`src/dual_device_update_reset_sync_top_defines.svh`:
```
// Assertion macros shared by the update/reset coordinator RTL.
`ifndef DUAL_DEVICE_UPDATE_RESET_SYNC_TOP_DEFINES_SVH
`define DUAL_DEVICE_UPDATE_RESET_SYNC_TOP_DEFINES_SVH

// Same-cycle implication, checked on clk, idle during reset.
`define DDURS_ASSERT_IMPL(lbl, ante, cons) \
    lbl: assert property (@(posedge clk) disable iff (!rst_n) (ante) |-> (cons)) \
        else $error("ddurs assertion failed");

// Next-cycle implication, checked on clk, idle during reset.
`define DDURS_ASSERT_NEXT(lbl, ante, cons) \
    lbl: assert property (@(posedge clk) disable iff (!rst_n) (ante) |=> (cons)) \
        else $error("ddurs assertion failed");

`endif

```
`src/ddurs_pkg.sv`:
```
// Types and constants for the update/reset coordinator.
`timescale 1ns / 1ps
package ddurs_pkg;

    localparam logic [2:0] CMD_START    = 3'd0;
    localparam logic [2:0] CMD_PROGRESS = 3'd1;
    localparam logic [2:0] CMD_MARK_RDY = 3'd2;
    localparam logic [2:0] CMD_RST_NOW  = 3'd3;
    localparam logic [2:0] CMD_PEER     = 3'd4;
    localparam logic [2:0] CMD_ABORT    = 3'd5;
    localparam logic [2:0] CMD_TICK     = 3'd6;

    localparam logic [2:0] PH_IDLE     = 3'd0;
    localparam logic [2:0] PH_DOWNLOAD = 3'd1;
    localparam logic [2:0] PH_VALIDATE = 3'd2;
    localparam logic [2:0] PH_WAITING  = 3'd3;
    localparam logic [2:0] PH_READY    = 3'd4;
    localparam logic [2:0] PH_ERROR    = 3'd5;

    localparam logic [1:0] ROLE_PRI  = 2'd0;
    localparam logic [1:0] ROLE_SEC  = 2'd1;
    localparam logic [1:0] ROLE_BOTH = 2'd2;

    localparam logic [1:0] RET_OK      = 2'd0;
    localparam logic [1:0] RET_BUSY    = 2'd1;
    localparam logic [1:0] RET_INVALID = 2'd2;

    localparam logic [1:0] REG_PEER_TIMEOUT = 2'd0;
    localparam logic [1:0] REG_RESET_DELAY  = 2'd1;
    localparam logic [1:0] REG_MAX_WAIT     = 2'd2;

    localparam logic [23:0] PEER_TIMEOUT_RST = 24'd30000;
    localparam logic [23:0] RESET_DELAY_RST  = 24'd1000;
    localparam logic [23:0] MAX_WAIT_RST     = 24'd60000;

    localparam logic [7:0] PCT_DONE = 8'd100;

    typedef struct packed {
        logic [2:0]  cmd;
        logic [1:0]  role;
        logic [31:0] img_size;
        logic [7:0]  percent;
        logic [31:0] byte_count;
        logic        peer_says_ready;
    } item_t;

    // State after one command, handed to the result stage
    typedef struct packed {
        logic [1:0]  ret_code;
        logic [2:0]  phase;
        logic [1:0]  target;
        logic [7:0]  prog0;
        logic [7:0]  prog1;
        logic [31:0] bytes0;
        logic [31:0] bytes1;
        logic [31:0] total0;
        logic [31:0] total1;
        logic        rdy0;
        logic        rdy1;
        logic        pulse;
    } snap_t;

endpackage

```
`src/ddurs_core.sv`:
```
// Input register, configuration registers and command state update.
`timescale 1ns / 1ps
`include "dual_device_update_reset_sync_top_defines.svh"
module ddurs_core (
    input  logic                 clk,
    input  logic                 rst_n,
    input  logic                 in_valid,
    output logic                 in_ready,
    input  ddurs_pkg::item_t     item,
    input  logic                 cfg_we,
    input  logic [1:0]           cfg_index,
    input  logic [23:0]          cfg_data,
    input  logic                 load_ok,
    output logic                 advance,
    output ddurs_pkg::snap_t     snap
);

    logic              inv_reg;
    ddurs_pkg::item_t  item_reg;

    logic [23:0] peer_to_reg;
    logic [23:0] rst_delay_reg;
    logic [23:0] max_wait_reg;

    logic [2:0]        phase_reg,  phase_next;
    logic [1:0]        target_reg, target_next;
    logic [1:0][7:0]   prog_reg,   prog_next;
    logic [1:0][31:0]  bytes_reg,  bytes_next;
    logic [1:0][31:0]  total_reg,  total_next;
    logic [1:0]        rdy_reg,    rdy_next;
    logic [1:0][31:0]  rtime_reg,  rtime_next;
    logic [31:0]       uptime_reg, uptime_next;
    logic [23:0]       ptl_reg,    ptl_next;
    logic              pta_reg,    pta_next;
    logic [23:0]       rtl_reg,    rtl_next;
    logic              rta_reg,    rta_next;
    logic [1:0]        ret;
    logic              pulse;

    assign in_ready = !inv_reg || load_ok;
    assign advance  = inv_reg && load_ok;

    always_comb
    begin
        logic        pd;
        logic        sd;
        logic [31:0] since;
        logic [31:0] wait_ms;

        phase_next  = phase_reg;
        target_next = target_reg;
        prog_next   = prog_reg;
        bytes_next  = bytes_reg;
        total_next  = total_reg;
        rdy_next    = rdy_reg;
        rtime_next  = rtime_reg;
        uptime_next = uptime_reg;
        ptl_next    = ptl_reg;
        pta_next    = pta_reg;
        rtl_next    = rtl_reg;
        rta_next    = rta_reg;
        ret         = ddurs_pkg::RET_OK;
        pulse       = 1'b0;
        pd          = 1'b0;
        sd          = 1'b0;
        since       = '0;
        wait_ms     = '0;

        case (item_reg.cmd)
            ddurs_pkg::CMD_START:
            begin
                if (phase_reg != ddurs_pkg::PH_IDLE)
                begin
                    ret = ddurs_pkg::RET_BUSY;
                end
                else if (item_reg.role > ddurs_pkg::ROLE_BOTH)
                begin
                    ret = ddurs_pkg::RET_INVALID;
                end
                else
                begin
                    prog_next   = '0;
                    bytes_next  = '0;
                    total_next  = '0;
                    rdy_next    = '0;
                    rtime_next  = '0;
                    target_next = item_reg.role;
                    phase_next  = ddurs_pkg::PH_DOWNLOAD;
                    if (item_reg.role != ddurs_pkg::ROLE_SEC)
                        total_next[0] = item_reg.img_size;
                    if (item_reg.role != ddurs_pkg::ROLE_PRI)
                        total_next[1] = item_reg.img_size;
                end
            end
            ddurs_pkg::CMD_PROGRESS:
            begin
                if (phase_reg != ddurs_pkg::PH_DOWNLOAD)
                begin
                    ret = ddurs_pkg::RET_INVALID;
                end
                else
                begin
                    if (!item_reg.role[1])
                    begin
                        prog_next[item_reg.role[0]]  = item_reg.percent;
                        bytes_next[item_reg.role[0]] = item_reg.byte_count;
                    end
                    pd = (target_reg == ddurs_pkg::ROLE_SEC) ||
                         (prog_next[0] >= ddurs_pkg::PCT_DONE);
                    sd = (target_reg == ddurs_pkg::ROLE_PRI) ||
                         (prog_next[1] >= ddurs_pkg::PCT_DONE);
                    if (pd && sd)
                        phase_next = ddurs_pkg::PH_VALIDATE;
                end
            end
            ddurs_pkg::CMD_MARK_RDY:
            begin
                if (phase_reg != ddurs_pkg::PH_VALIDATE &&
                    phase_reg != ddurs_pkg::PH_WAITING)
                begin
                    ret = ddurs_pkg::RET_INVALID;
                end
                else
                begin
                    if (!item_reg.role[1])
                    begin
                        rdy_next[item_reg.role[0]]   = 1'b1;
                        rtime_next[item_reg.role[0]] = uptime_reg;
                    end
                    if (target_reg == ddurs_pkg::ROLE_BOTH && !(rdy_next[0] && rdy_next[1]))
                    begin
                        phase_next = ddurs_pkg::PH_WAITING;
                        if (!pta_reg)
                        begin
                            pta_next = 1'b1;
                            ptl_next = peer_to_reg;
                        end
                    end
                    else
                    begin
                        phase_next = ddurs_pkg::PH_READY;
                        if (!rta_reg)
                        begin
                            rta_next = 1'b1;
                            rtl_next = rst_delay_reg;
                        end
                    end
                end
            end
            ddurs_pkg::CMD_RST_NOW:
            begin
                if (phase_reg != ddurs_pkg::PH_READY)
                begin
                    ret = ddurs_pkg::RET_INVALID;
                end
                else if (!rta_reg)
                begin
                    rta_next = 1'b1;
                    rtl_next = rst_delay_reg;
                end
            end
            ddurs_pkg::CMD_PEER:
            begin
                if (item_reg.peer_says_ready)
                begin
                    rdy_next[1]   = 1'b1;
                    rtime_next[1] = uptime_reg;
                    if (phase_reg == ddurs_pkg::PH_WAITING && rdy_reg[0])
                    begin
                        phase_next = ddurs_pkg::PH_READY;
                        pta_next   = 1'b0;
                        ptl_next   = '0;
                        if (!rta_reg)
                        begin
                            rta_next = 1'b1;
                            rtl_next = rst_delay_reg;
                        end
                    end
                end
            end
            ddurs_pkg::CMD_ABORT:
            begin
                pta_next   = 1'b0;
                ptl_next   = '0;
                rta_next   = 1'b0;
                rtl_next   = '0;
                phase_next = ddurs_pkg::PH_IDLE;
                prog_next  = '0;
                bytes_next = '0;
                total_next = '0;
                rdy_next   = '0;
                rtime_next = '0;
            end
            ddurs_pkg::CMD_TICK:
            begin
                uptime_next = uptime_reg + 32'd1;
                if (rta_reg && rtl_reg <= 24'd1)
                begin
                    // reset issued: everything but the registers goes back
                    phase_next  = ddurs_pkg::PH_IDLE;
                    target_next = ddurs_pkg::ROLE_PRI;
                    prog_next   = '0;
                    bytes_next  = '0;
                    total_next  = '0;
                    rdy_next    = '0;
                    rtime_next  = '0;
                    uptime_next = '0;
                    ptl_next    = '0;
                    pta_next    = 1'b0;
                    rtl_next    = '0;
                    rta_next    = 1'b0;
                    pulse       = 1'b1;
                end
                else
                begin
                    if (rta_reg)
                        rtl_next = rtl_reg - 24'd1;
                    if (pta_reg && ptl_reg > 24'd1)
                    begin
                        ptl_next = ptl_reg - 24'd1;
                    end
                    else if (pta_reg)
                    begin
                        ptl_next = '0;
                        pta_next = 1'b0;
                        if (phase_reg == ddurs_pkg::PH_WAITING)
                        begin
                            since   = rdy_reg[0] ? rtime_reg[0] : rtime_reg[1];
                            wait_ms = uptime_next - since;
                            if (wait_ms > {8'd0, max_wait_reg})
                            begin
                                phase_next = ddurs_pkg::PH_ERROR;
                            end
                            else
                            begin
                                phase_next = ddurs_pkg::PH_READY;
                                // an armed reset countdown keeps running
                                if (!rta_reg)
                                begin
                                    rta_next = 1'b1;
                                    rtl_next = rst_delay_reg;
                                end
                            end
                        end
                    end
                end
            end
            default:
            begin
                ret = ddurs_pkg::RET_INVALID;
            end
        endcase
    end

    assign snap.ret_code = ret;
    assign snap.phase    = phase_next;
    assign snap.target   = target_next;
    assign snap.prog0    = prog_next[0];
    assign snap.prog1    = prog_next[1];
    assign snap.bytes0   = bytes_next[0];
    assign snap.bytes1   = bytes_next[1];
    assign snap.total0   = total_next[0];
    assign snap.total1   = total_next[1];
    assign snap.rdy0     = rdy_next[0];
    assign snap.rdy1     = rdy_next[1];
    assign snap.pulse    = pulse;

    always_ff @(posedge clk)
    begin
        if (in_valid && in_ready)
            item_reg <= item;
    end

    always_ff @(posedge clk or negedge rst_n)
    begin
        if (!rst_n)
        begin
            inv_reg       <= 1'b0;
            peer_to_reg   <= ddurs_pkg::PEER_TIMEOUT_RST;
            rst_delay_reg <= ddurs_pkg::RESET_DELAY_RST;
            max_wait_reg  <= ddurs_pkg::MAX_WAIT_RST;
            phase_reg     <= ddurs_pkg::PH_IDLE;
            target_reg    <= ddurs_pkg::ROLE_PRI;
            prog_reg      <= '0;
            bytes_reg     <= '0;
            total_reg     <= '0;
            rdy_reg       <= '0;
            rtime_reg     <= '0;
            uptime_reg    <= '0;
            ptl_reg       <= '0;
            pta_reg       <= 1'b0;
            rtl_reg       <= '0;
            rta_reg       <= 1'b0;
        end
        else
        begin
            if (in_ready)
                inv_reg <= in_valid;
            if (cfg_we)
            begin
                case (cfg_index)
                    ddurs_pkg::REG_PEER_TIMEOUT: peer_to_reg   <= cfg_data;
                    ddurs_pkg::REG_RESET_DELAY:  rst_delay_reg <= cfg_data;
                    ddurs_pkg::REG_MAX_WAIT:     max_wait_reg  <= cfg_data;
                    default:                     ;
                endcase
            end
            if (advance)
            begin
                phase_reg  <= phase_next;
                target_reg <= target_next;
                prog_reg   <= prog_next;
                bytes_reg  <= bytes_next;
                total_reg  <= total_next;
                rdy_reg    <= rdy_next;
                rtime_reg  <= rtime_next;
                uptime_reg <= uptime_next;
                ptl_reg    <= ptl_next;
                pta_reg    <= pta_next;
                rtl_reg    <= rtl_next;
                rta_reg    <= rta_next;
            end
        end
    end

    `DDURS_ASSERT_IMPL(a_peer_idle_zero, !pta_reg, ptl_reg == 24'd0)
    `DDURS_ASSERT_IMPL(a_rst_idle_zero, !rta_reg, rtl_reg == 24'd0)
    `DDURS_ASSERT_NEXT(a_tick_uptime,
        advance && item_reg.cmd == ddurs_pkg::CMD_TICK && !pulse,
        uptime_reg == $past(uptime_reg) + 32'd1)

endmodule

```
`src/ddurs_out.sv`:
```
// Result stage: status snapshot reduction and output register.
`timescale 1ns / 1ps
`include "dual_device_update_reset_sync_top_defines.svh"
module ddurs_out (
    input  logic              clk,
    input  logic              rst_n,
    input  logic              advance,
    input  ddurs_pkg::snap_t  snap,
    output logic              load_ok,
    output logic              out_valid,
    input  logic              out_ready,
    output logic [1:0]        ret_code,
    output logic [2:0]        sync_state,
    output logic [1:0]        target_now,
    output logic [7:0]        progress_out,
    output logic [32:0]       bytes_out,
    output logic [32:0]       total_out,
    output logic              primary_ready,
    output logic              secondary_ready,
    output logic              all_ready,
    output logic              reset_request
);

    logic        out_valid_reg;
    logic [1:0]  ret_reg;
    logic [2:0]  state_reg;
    logic [1:0]  target_reg;
    logic [7:0]  prog_reg,  prog_next;
    logic [32:0] bytes_reg, bytes_next;
    logic [32:0] total_reg, total_next;
    logic        prdy_reg;
    logic        srdy_reg;
    logic        all_reg,   all_next;
    logic        pulse_reg;
    logic [8:0]  prog_sum;

    assign load_ok  = !out_valid_reg || out_ready;
    assign prog_sum = {1'b0, snap.prog0} + {1'b0, snap.prog1};

    always_comb
    begin
        if (snap.target == ddurs_pkg::ROLE_BOTH)
        begin
            prog_next  = prog_sum[8:1];
            bytes_next = {1'b0, snap.bytes0} + {1'b0, snap.bytes1};
            total_next = {1'b0, snap.total0} + {1'b0, snap.total1};
        end
        else if (snap.target == ddurs_pkg::ROLE_PRI)
        begin
            prog_next  = snap.prog0;
            bytes_next = {1'b0, snap.bytes0};
            total_next = {1'b0, snap.total0};
        end
        else
        begin
            prog_next  = snap.prog1;
            bytes_next = {1'b0, snap.bytes1};
            total_next = {1'b0, snap.total1};
        end
        all_next = (snap.target != ddurs_pkg::ROLE_BOTH) || (snap.rdy0 && snap.rdy1);
    end

    always_ff @(posedge clk)
    begin
        if (advance)
        begin
            ret_reg    <= snap.ret_code;
            state_reg  <= snap.phase;
            target_reg <= snap.target;
            prog_reg   <= prog_next;
            bytes_reg  <= bytes_next;
            total_reg  <= total_next;
            prdy_reg   <= snap.rdy0;
            srdy_reg   <= snap.rdy1;
            all_reg    <= all_next;
            pulse_reg  <= snap.pulse;
        end
    end

    always_ff @(posedge clk or negedge rst_n)
    begin
        if (!rst_n)
            out_valid_reg <= 1'b0;
        else if (load_ok)
            out_valid_reg <= advance;
    end

    assign out_valid       = out_valid_reg;
    assign ret_code        = ret_reg;
    assign sync_state      = state_reg;
    assign target_now      = target_reg;
    assign progress_out    = prog_reg;
    assign bytes_out       = bytes_reg;
    assign total_out       = total_reg;
    assign primary_ready   = prdy_reg;
    assign secondary_ready = srdy_reg;
    assign all_ready       = all_reg;
    assign reset_request   = pulse_reg;

    // a reset pulse always shows the cleared record
    `DDURS_ASSERT_IMPL(a_pulse_clean, out_valid_reg && pulse_reg,
        state_reg == ddurs_pkg::PH_IDLE && target_reg == ddurs_pkg::ROLE_PRI &&
        !prdy_reg && !srdy_reg && ret_reg == ddurs_pkg::RET_OK)

endmodule

```
`src/dual_device_update_reset_sync_top.sv`:
```
// Top level of the dual-device update and reset coordinator.
// Path: input register, then a single-pass state update, then the output register.
// Throughput: one command per cycle unless out_ready holds the result back.
// Reset (rst_n low, async): phase idle, target primary, device records and countdowns
// cleared, configuration back to 30000 / 1000 / 60000 ms; no clearing pass.
`timescale 1ns / 1ps
module dual_device_update_reset_sync_top (
    input  logic        clk,
    input  logic        rst_n,
    input  logic        in_valid,
    output logic        in_ready,
    input  logic [2:0]  cmd,
    input  logic [1:0]  role,
    input  logic [31:0] img_size,
    input  logic [7:0]  percent,
    input  logic [31:0] byte_count,
    input  logic        peer_says_ready,
    input  logic        cfg_we,
    input  logic [1:0]  cfg_index,
    input  logic [23:0] cfg_data,
    output logic        out_valid,
    input  logic        out_ready,
    output logic [1:0]  ret_code,
    output logic [2:0]  sync_state,
    output logic [1:0]  target_now,
    output logic [7:0]  progress_out,
    output logic [32:0] bytes_out,
    output logic [32:0] total_out,
    output logic        primary_ready,
    output logic        secondary_ready,
    output logic        all_ready,
    output logic        reset_request
);

    ddurs_pkg::item_t item;
    ddurs_pkg::snap_t snap;
    logic             load_ok;
    logic             advance;

    assign item.cmd             = cmd;
    assign item.role            = role;
    assign item.img_size        = img_size;
    assign item.percent         = percent;
    assign item.byte_count      = byte_count;
    assign item.peer_says_ready = peer_says_ready;

    ddurs_core u_core (
        .clk       (clk),
        .rst_n     (rst_n),
        .in_valid  (in_valid),
        .in_ready  (in_ready),
        .item      (item),
        .cfg_we    (cfg_we),
        .cfg_index (cfg_index),
        .cfg_data  (cfg_data),
        .load_ok   (load_ok),
        .advance   (advance),
        .snap      (snap)
    );

    ddurs_out u_out (
        .clk             (clk),
        .rst_n           (rst_n),
        .advance         (advance),
        .snap            (snap),
        .load_ok         (load_ok),
        .out_valid       (out_valid),
        .out_ready       (out_ready),
        .ret_code        (ret_code),
        .sync_state      (sync_state),
        .target_now      (target_now),
        .progress_out    (progress_out),
        .bytes_out       (bytes_out),
        .total_out       (total_out),
        .primary_ready   (primary_ready),
        .secondary_ready (secondary_ready),
        .all_ready       (all_ready),
        .reset_request   (reset_request)
    );

endmodule

```
`config.mk`:
```
export PLATFORM = sky130hd
export DESIGN_NAME = dual_device_update_reset_sync_top
export DESIGN_NICKNAME = d
export VERILOG_FILES = /design/src/ddurs_pkg.sv /design/src/ddurs_core.sv /design/src/ddurs_out.sv /design/src/dual_device_update_reset_sync_top.sv
export VERILOG_INCLUDE_DIRS = /design/src /design/src/src
export SDC_FILE = /design/constraint.sdc
export NUM_CORES = 1
export LEC_CHECK = 0
export BUFFER_PORTS_ARGS = -buffer_cell sky130_fd_sc_hd__clkbuf_2
export CAP_MARGIN = 10
export CORE_MARGIN = 4
export CORE_UTILIZATION = 35
export DETAILED_ROUTE_END_ITERATION = 16
export SYNTH_ARGS = -nofsm -noshare
export SYNTH_HDL_FRONTEND = slang
export SYNTH_SLANG_ARGS = --single-unit
```
`constraint.sdc`:
```
create_clock -name clk -period 7.5 [get_ports clk]
set_input_delay 1.125 -clock clk [delete_from_list [all_inputs] [get_ports clk]]
set_output_delay 1.125 -clock clk [all_outputs]
set_load 0.02 [all_outputs]
```
## After elaboration in Yosys (flattened, before gate mapping)

Index checks and enable logic that the tools add are counted.

- Bits in registers: 534
- Bits of input ports: 109
- Output and inout port bits: 87
- Word-level logic and storage cells: 248

- Add/subtract/negate cells: 7
- $lt $le $gt $ge: 8
- Equality and inequality tests: 34
- Multiplexer cells: 121
- Bitwise gates (word level): 1
- Reduce and logical (&&, ||, !) cells: 40

Operators by type and width:

| cell | count |
|---|---|
| $mux W64 | 13 |
| $mux W24 | 21 |
| $mux W32 | 8 |
| $pmux W64 S4 | 1 |
| $pmux W64 S3 | 1 |
| $pmux W32 S5 | 1 |
| $bwmux W64 | 2 |
| $pmux W32 S4 | 1 |
| $pmux W24 S5 | 1 |
| $mux W16 | 7 |
| $pmux W24 S4 | 1 |
| $add A32 B32 Y33 | 2 |
| $mux W33 | 2 |
| $pmux W16 S4 | 1 |
| $sub A24 B1 Y24 const B | 2 |
| $mux W3 | 12 |
| $add A32 B1 Y32 const B | 1 |
| $demux W32 S1 | 1 |
| $gt A32 B24 Y1 | 1 |
| $sub A32 B32 Y32 | 1 |
| $mux W2 | 15 |
| $gt A24 B1 Y1 const B | 1 |
| $le A24 B1 Y1 const B | 1 |
| $mux W8 | 3 |
| other kinds (40) | 111 |

## Longest topological paths before layout

Gate-level depths: netlist (run 1).

- Word-level depth: 14
- Gate-level depth with buffers: 28
- Gate-level depth less buffers: 25

## Modules after synthesis

A second synthesis (run 1) with hierarchy kept.

- Cell total of the unflattened synthesis: 3335
- Area, all modules: 31312.5 µm²

Modules (own cells, without submodules):

| module | times used | cells an instance | area an instance (µm²) | seq. area each (µm²) |
|---|---|---|---|---|
| ddurs_core | 1 | 2476 | 23646.4 | 11626.2 |
| ddurs_out | 1 | 859 | 7666.1 | 2577.5 |

## Worst setup path before layout (run 1)

OpenSTA, ideal clock, no wires.

- Path type: register -> register
- Start point: register u_core.rdy_reg[0]
- End point: register u_core.rtl_reg[23]
- Library setup time: 0.131 ns
- Arrival time: 5.584 ns
- Required time: 7.369 ns
- Setup slack: 1.785 ns
- Stages on the path, launching flop included: 24
- Path buffers: 2
- Clock period less this slack: 5.715 ns
- Cell sequence: dfrtp_1 -> clkbuf_1 -> clkbuf_1 -> mux2i_1 -> ha_1 -> o211ai_1 -> a21o_1 -> a311o_1 -> o21a_1 -> o21ai_0 -> and2_1 -> a41oi_1 -> xnor2_1 -> ha_1 -> nand4_1 -> nor3_1 -> nand3_1 -> nor3_1 -> o21ba_2 -> or4b_1 -> a211oi_1 -> and4_1 -> nor3_1 -> or3_1

- Cells in the longest elaborated chain, start to end: 9
- Elaborated cells on any way between the ends: 20
- Those cells by class: add/sub (1); order compare (1); eq/ne (2); mux (10); bitwise (1); reduce/logical (5)

Ends and longest elaborated chain:

| what | line | text |
|---|---|---|
| start, declared | ddurs_core.sv:30 | `logic [1:0] rdy_reg, rdy_next;` |
| start signal, assigned | ddurs_core.sv:315 | `rdy_reg <= rdy_next;` |
| $mux W32 / $or A2 B2 Y2 (equally long branches) | -- |  |
| $sub A32 B32 Y32 / $mux W2 (equally long branches) | ddurs_core.sv:229, ddurs_core.sv:125 |  |
| $gt A32 B24 Y1 / $mux W2 (equally long branches) | ddurs_core.sv:230, ddurs_core.sv:118 |  |
| $mux W24 / $mux W2 (equally long branches) | ddurs_core.sv:230, ddurs_core.sv:69 |  |
| $mux W24 / $logic_and A1 B1 Y1 (equally long branches) | ddurs_core.sv:226, ddurs_core.sv:130 |  |
| $mux W24 / $logic_not A1 Y1 (equally long branches) | ddurs_core.sv:222, ddurs_core.sv:130 |  |
| $mux W24 / $logic_and A1 B1 Y1 (equally long branches) | ddurs_core.sv:218, ddurs_core.sv:130 |  |
| $mux W24 / $ne A2 B2 Y1 (equally long branches) | -- |  |
| $pmux W24 S5 / $reduce_and A7 Y1 (equally long branches) | -- |  |
| end signal, assigned | ddurs_core.sv:320 | `rtl_reg <= rtl_next;` |
| end, declared | ddurs_core.sv:35 | `logic [23:0] rtl_reg, rtl_next;` |

Parallel ways exist; a longest one is shown, timed or not. The select of a mux whose other input is x is not followed.
A chain may end at the register's enable or synchronous reset.

==> flow_summary.ini, run 1 <==
[finish]
design_area_sq_um = 34600
drive_above_1_share_pct = 14.1
antennaDiodeCount = 0
largest_register_ffs = 78
final_nets = 3553
synthToLayoutAreaGrowth_pct = 13.5
final.fill_count = 8404
fin_util_pct = 40.3

[global_route]
grt_max_degree = 138
grt_pass1_vias = 23500
antenna_found_initial = 1
overflow = 0
grt_pass1_wl_um = 136000
grt_use_total_pct = 18.5

[setup_path]
cp_data_arrival_time_ns = 7.03
path_max_fanout = 19
r2r-end = u_out.bytes_out[30]
r2r_start = u_core.rtl_reg[14]
worstPathRequired_ns = 7.94
critPathLaunchType = register
worstRegToRegCells = 20
critPathKind = register to register
endpoint_kind = register
r2r_slack_ns = 0.91

[clocking]
cts_buffer_depth = 3
postCtsHoldBufs = 0
clk-insertion-delay-late_ns = 0.64
cts_tree = done
cts.reportedPaths.clkPinSlew_ns = 0.06
cts.sinks = 534
htree_levels = 2
cts-root-buf = clkbuf_16
cts-buffers-inserted = 59
post_cts_buffers = 0
post_cts_resized = 0

[sta]
worst_pin_slew_ns = 1.13
fmax_mhz = 152
rsz0062_at_grt = no
drv_slew = 0
tns_ns = 0
setup_viol = 0
slew_headroom_pct = 24.7
fin_ws_ns = 0.911
fin_crit_ns = 6.59
fin_crit_sh_pct = 87.9
worst_clock_skew_ns = 0.0322
finalHoldViolCount = 0

[synth]
synth.avg_cell_area_sq_um = 9.52
async_reset_ff_share_pct = 69.5
synth_top_area_share_pct = 28.8
synth.distinct_cells = 90
yosys.area.top_type = dfrtp_1
netlist_area_sq_um = 30500
ys_ff_latch = 534
ys_top_cells_by_area = dfrtp_1 (29%), edfxtp_1 (16%), nand2_1 (7.0%)
synthTopCellsByCount = nand2_1 (569), dfrtp_1 (351), o21ai_0 (207), nor2_1 (202), a21oi_1 (193)
synth_flop_cell = dfrtp_1
yosysSeqAreaShare_pct = 46.6
synth_edf_count = 163
postSynthCellCount = 3200
synth_fp_nets = 3446
synth_warnings = 0
yosysMostFrequentCell = nand2_1

[min_path]
hp-class = input pin to async pin

[detailed_routing]
ant_nets = 0
wire_per_inst_um = 19.2
dr_total_vias = 24500
routed_wl_um = 86500
via_per_inst = 5.44
drtIter0Drc = 1919
drc = 0
dr.pass1.iters = 5

[place]
placed_area_sq_um = 32500
port_buffers = 195
dp_hpwl_um = 58800
dp_slack_ns = 1.01
gp_congestion = 0.845

[floorplan]
start_util_pct = 35.5
die_width_um = 303
dieArea_sq_um = 91800
io_pins = 196
num_rows = 107
core-area_sq_um = 85800
chipHeight_um = 303

[pwr]
power_frac_seq_pct = 38.7
power.internal_w = 0.00642
p_sw_w = 0.00339
power.density_nw_per_um2 = 284
pwr-share-clk_pct = 31.7
leakage_nw = 15.8
swShare_pct = 34.6
total_power_w = 0.00981
ir_worst_vdd_mv = 0.210
p_comb_share_pct = 29.7

[run_status]
outcome = completed

[job]
drv_cap = 0
per-layer routing:
metal  track usage [%]  vias up  part of all wire (%)
met4              4.97        2                   2.6
li1                  -    11800                     -
met2              30.1      627                    47
met1              25.8    11900                    46
met3              2.70      124                   5.1
met5                 0        -                 0.015
cell type report:
type,count,area [sq um],share of cell area [%]
clock inverter,35,469,1.36
tap,1144,1430,4.14
inverter,117,448,1.30
clock buffer,77,1610,4.64
multi-input combinational,2360,15100,43.7
sequential,534,14200,41.1
timing repair buffer,235,1300,3.75
power groups by stage:
| stage | combinational (W) | clock [W] | sequential (W) |
|---|---|---|---|
| CTS | 0.00293 | 0.00319 | 0.00379 |
| detailed placement | 0.00290 | 0 | 0.00384 |
| finish | 0.00291 | 0.00311 | 0.00379 |
| global route | 0.00328 | 0.00332 | 0.00385 |
| floorplan | 0.00203 | 0 | 0.00384 |
| global placement | 0.00287 | 0 | 0.00384 |
metrics by stage:
step / instances / hold slack (ns)
global route: 4502 / 0.449
CTS: 4502 / 0.446
finish: 4502 / 0.407
global placement: 4390 / 0.450
floorplan: 3200 / 0.433
detailed placement: 4390 / 0.456
worst max-delay path, cell delays in order, from the launching register on:
cell and delay, ns:
dfrtp_1 0.41, or4_1 0.60, or4_1 0.58, o31ai_2 0.63, nand2_1 0.16, a21o_1 0.52, buf_4 0.34, a32oi_1 0.25
inv_1 0.08, ha_1 0.37, o21ai_0 0.15, nor4_1 0.56, o2111ai_1 0.21, nand3_1 0.19, a22o_1 0.24, nand3_1 0.10
a31oi_1 0.25, a21o_1 0.16, a21oi_1 0.09, xor2_1 0.15, a222oi_1 0.33
placed cells by master (no fill, tap or decap), types with 44 or more instances in the layout:
cell / count
clkbuf_16: 60
mux2i_1: 52
inv_1: 113
clkbuf_2: 194
xor2_1: 65
a22o_1: 92
dfrtp_1: 350
ha_1: 133
a21o_1: 44
nor3_1: 49
nor2_1: 198
mux2_2: 75
a21oi_1: 193
nand3_1: 79
a211oi_1: 53
xnor2_1: 68
nand2_1: 566
edfxtp_1: 163
a32o_1: 46
o21ai_0: 207
worst max path at each step:
stage / start / end / slack (ns) / cells after the start
global route: u_core.rtl_reg[14] / u_out.bytes_out[30] / 0.41 / 20
global placement: u_core.rtl_reg[14] / u_out.bytes_out[25] / 1.10 / 20
CTS: u_core.rtl_reg[14] / u_out.bytes_out[30] / 1.00 / 20
finish: u_core.rtl_reg[14] / u_out.bytes_out[30] / 0.91 / 20
floorplan: u_core.rdy_reg[0] / u_core.rtl_reg[23] / 1.78 / 23
detailed placement: u_core.rtl_reg[14] / u_out.bytes_out[30] / 1.01 / 20
cells by family (layout without fill, tap and decap cells):
kind of cell    count (synthesis)  after routing  synth area share, %
xor+xnor                      133            133                 3.82
fa+ha+maj                     137            137                 5.72
compound gates                885            885                 19.8
buf+inv                       306            464                 3.97
mux                           127            127                 4.48
flops                         534            534                 46.6
simple gates                 1078           1078                 15.6
(Power assumes the default switching activity.)
==> inputs of run 2 (changes only) <==
==> constraint.sdc (replaced) <==
create_clock -name clk -period 8.4 [get_ports clk]
set_input_delay 1.26 -clock clk [delete_from_list [all_inputs] [get_ports clk]]
set_output_delay 1.26 -clock clk [all_outputs]
set_load 0.02 [all_outputs]
==> run 2 against run 1 <==
Effect of this change:
- final cell count is essentially flat
- count of clock-buffer cells in the layout grew 2
- critical path depth grew 1
- critical path type unchanged
- non-clock buffer count shrank 1
- largest power group unchanged
- power shrank 9.6%
- core utilization grew 0.15 points
- global-route usage shrank 0.051 points
==> flow_summary.ini, run 2 (synthesis results as in run 1) <==
[run_status]
outcome = completed

[setup_path]
worstPathRequired_ns = 8.75
path_common_cell = nor2_1
critPathKind = register to register
endpoint_kind = register
cp_data_arrival_time_ns = 7.02
path_max_fanout = 21
crit_buf_inv = 4
crit_family = compound AO/OA/AOI/OAI gates
critPathLaunchType = register
critPathSlowestCell = edfxtp_1
crit_chain = clkinv_1, nor3_1, o31ai_2, buf_4, nand2_1, a21o_1, buf_4, a32oi_1, inv_1, ha_1, a41oi_1, o21ai_0, a2111o_1, a311oi_1, nor2_1, a31o_2, nor2_1, xor2_1, nor2_1, a211oi_1, a21oi_1
max_stage_delay_ns = 0.77

[place]
port_buffers = 195
gp_congestion = 0.850
placed_area_sq_um = 32500
dp_hpwl_um = 58500

[sta]
worst_clock_skew_ns = 0.0339
fin_crit_ns = 6.67
drv_slew = 0
fmax_mhz = 150
finalHoldViolCount = 0
rsz0062_at_grt = no
slew_headroom_pct = 32.9
setup_viol = 0
worst_pin_slew_ns = 1.01
fin_crit_sh_pct = 79.4
tns_ns = 0

[pwr]
power.internal_w = 0.00584
p_comb_share_pct = 29.2
ir_worst_vdd_mv = 0.212
p_sw_w = 0.00303
power.density_nw_per_um2 = 256
pwr-share-clk_pct = 32.6
swShare_pct = 34.2
total_power_w = 0.00887
power_frac_seq_pct = 38.2
leakage_nw = 15.9

[clocking]
post_cts_buffers = 0
cts-root-buf = clkbuf_16
cts_tree = done
htree_levels = 2
cts-buffers-inserted = 61
cts.sinks = 534
postCtsHoldBufs = 0
clk-insertion-delay-late_ns = 0.64
post_cts_resized = 0
cts.reportedPaths.clkPinSlew_ns = 0.07
cts_buffer_depth = 3

[finish]
antennaDiodeCount = 0
final_common_cell = nand2_1
layout_common_cells = nand2_1 (566), dfrtp_1 (350), o21ai_0 (207)
largest_register_ffs = 78
synthToLayoutAreaGrowth_pct = 13.9
drive_above_1_share_pct = 14.3
design_area_sq_um = 34700
fin_util_pct = 40.5
final_nets = 3554
final.fill_count = 8432

[detailed_routing]
dr_total_vias = 24400
drc = 0
wire_per_inst_um = 19.1
ant_nets = 0
routed_wl_um = 86200
dr.pass1.iters = 6
drtIter0Drc = 2043
via_per_inst = 5.42

[global_route]
grt_max_degree = 130
antenna_found_initial = 0
grt_use_total_pct = 18.4
grt_pass1_wl_um = 136000
overflow = 0
grtUsageMet1_pct = 26.3
grt_use_met3_pct = 2.21
top_usage_layer = met2
grt_pass1_vias = 23300
met2_usage_pct = 29.7

[floorplan]
chipHeight_um = 303
start_util_pct = 35.5
dieArea_sq_um = 91800
num_rows = 107
io_pins = 196
die_width_um = 303
core-area_sq_um = 85800

[job]
drv_cap = 0

[min_path]
hp-class = register to register
-- run 2: changes by cell type in the layout (fill, tap and decap cells not counted), moves of 2 or more --
cell	change
buf_4	-2
clkbuf_1	-6
clkbuf_16	+2
clkbuf_8	+6
clkinv_2	+5
clkinv_4	+2
clkinvlp_4	-2
inv_6	-3
-- run 2: layout make-up --
class	count	area, sq um	area share [%]
clock inverters	36	480	1.38
inverters	117	448	1.29
multi-input cells	2360	15100	43.6
well taps	1144	1430	4.12
clock buffers	79	1720	4.94
repair buffers	234	1300	3.76
flip-flops and latches	534	14200	40.9
-- run 2: routing by layer --
layer	share of wire [%]	wire, um	vias up
met1	46	40000	11800
met3	4.7	4050	109
met5	0	0	-
li1	-	-	11900
met2	46	40000	627
met4	2.5	2120	0
-- run 2: power groups by stage --
stage          sequential [W]  combinational, W  clock (W)
3_5_place_dp          0.00343           0.00259          0
6_report              0.00339           0.00259    0.00289
2_1_floorplan         0.00343           0.00182          0
4_1_cts               0.00339           0.00261    0.00296
3_3_place_gp          0.00343           0.00257          0
5_1_grt               0.00344           0.00291    0.00307
-- run 2: through the flow --
| step | hold slack (ns) | cells | setup WS, ns |
|---|---|---|---|
| 6_report | 0.469 | 4504 | 1.73 |
| 5_1_grt | 0.493 | 4504 | 1.19 |
| 4_1_cts | 0.473 | 4504 | 1.85 |
| 3_5_place_dp | 0.460 | 4389 | 1.86 |
| 3_3_place_gp | 0.453 | 4389 | 2.07 |
| 2_1_floorplan | 0.433 | 3200 | 2.68 |
-- run 2: worst min-delay path: stages, from the launching register on --
cell	delay [ns]
dfrtp_1	0.34
nand2_1	0.05
nand2_1	0.05
-- run 2: path summary, 6_finish.rpt --
| kind | from | slack [ns] | cells after the start | endpoint |
|---|---|---|---|---|
| max | u_core.item_reg[76] | 1.73 | 21 | u_out.bytes_out[25] |
| min | u_core.rtime_reg[15] | 0.47 | 2 | u_core.rtime_reg[15] |
| max reg2reg | u_core.item_reg[76] | 1.73 | 21 | u_out.bytes_out[25] |
| min reg2reg | u_core.rtime_reg[15] | 0.47 | 2 | u_core.rtime_reg[15] |
| max in group asynchronous | rst_n | 6.45 | 2 | u_core.total_reg[37] |
| min in group asynchronous | rst_n | 0.64 | 1 | u_out.out_valid |
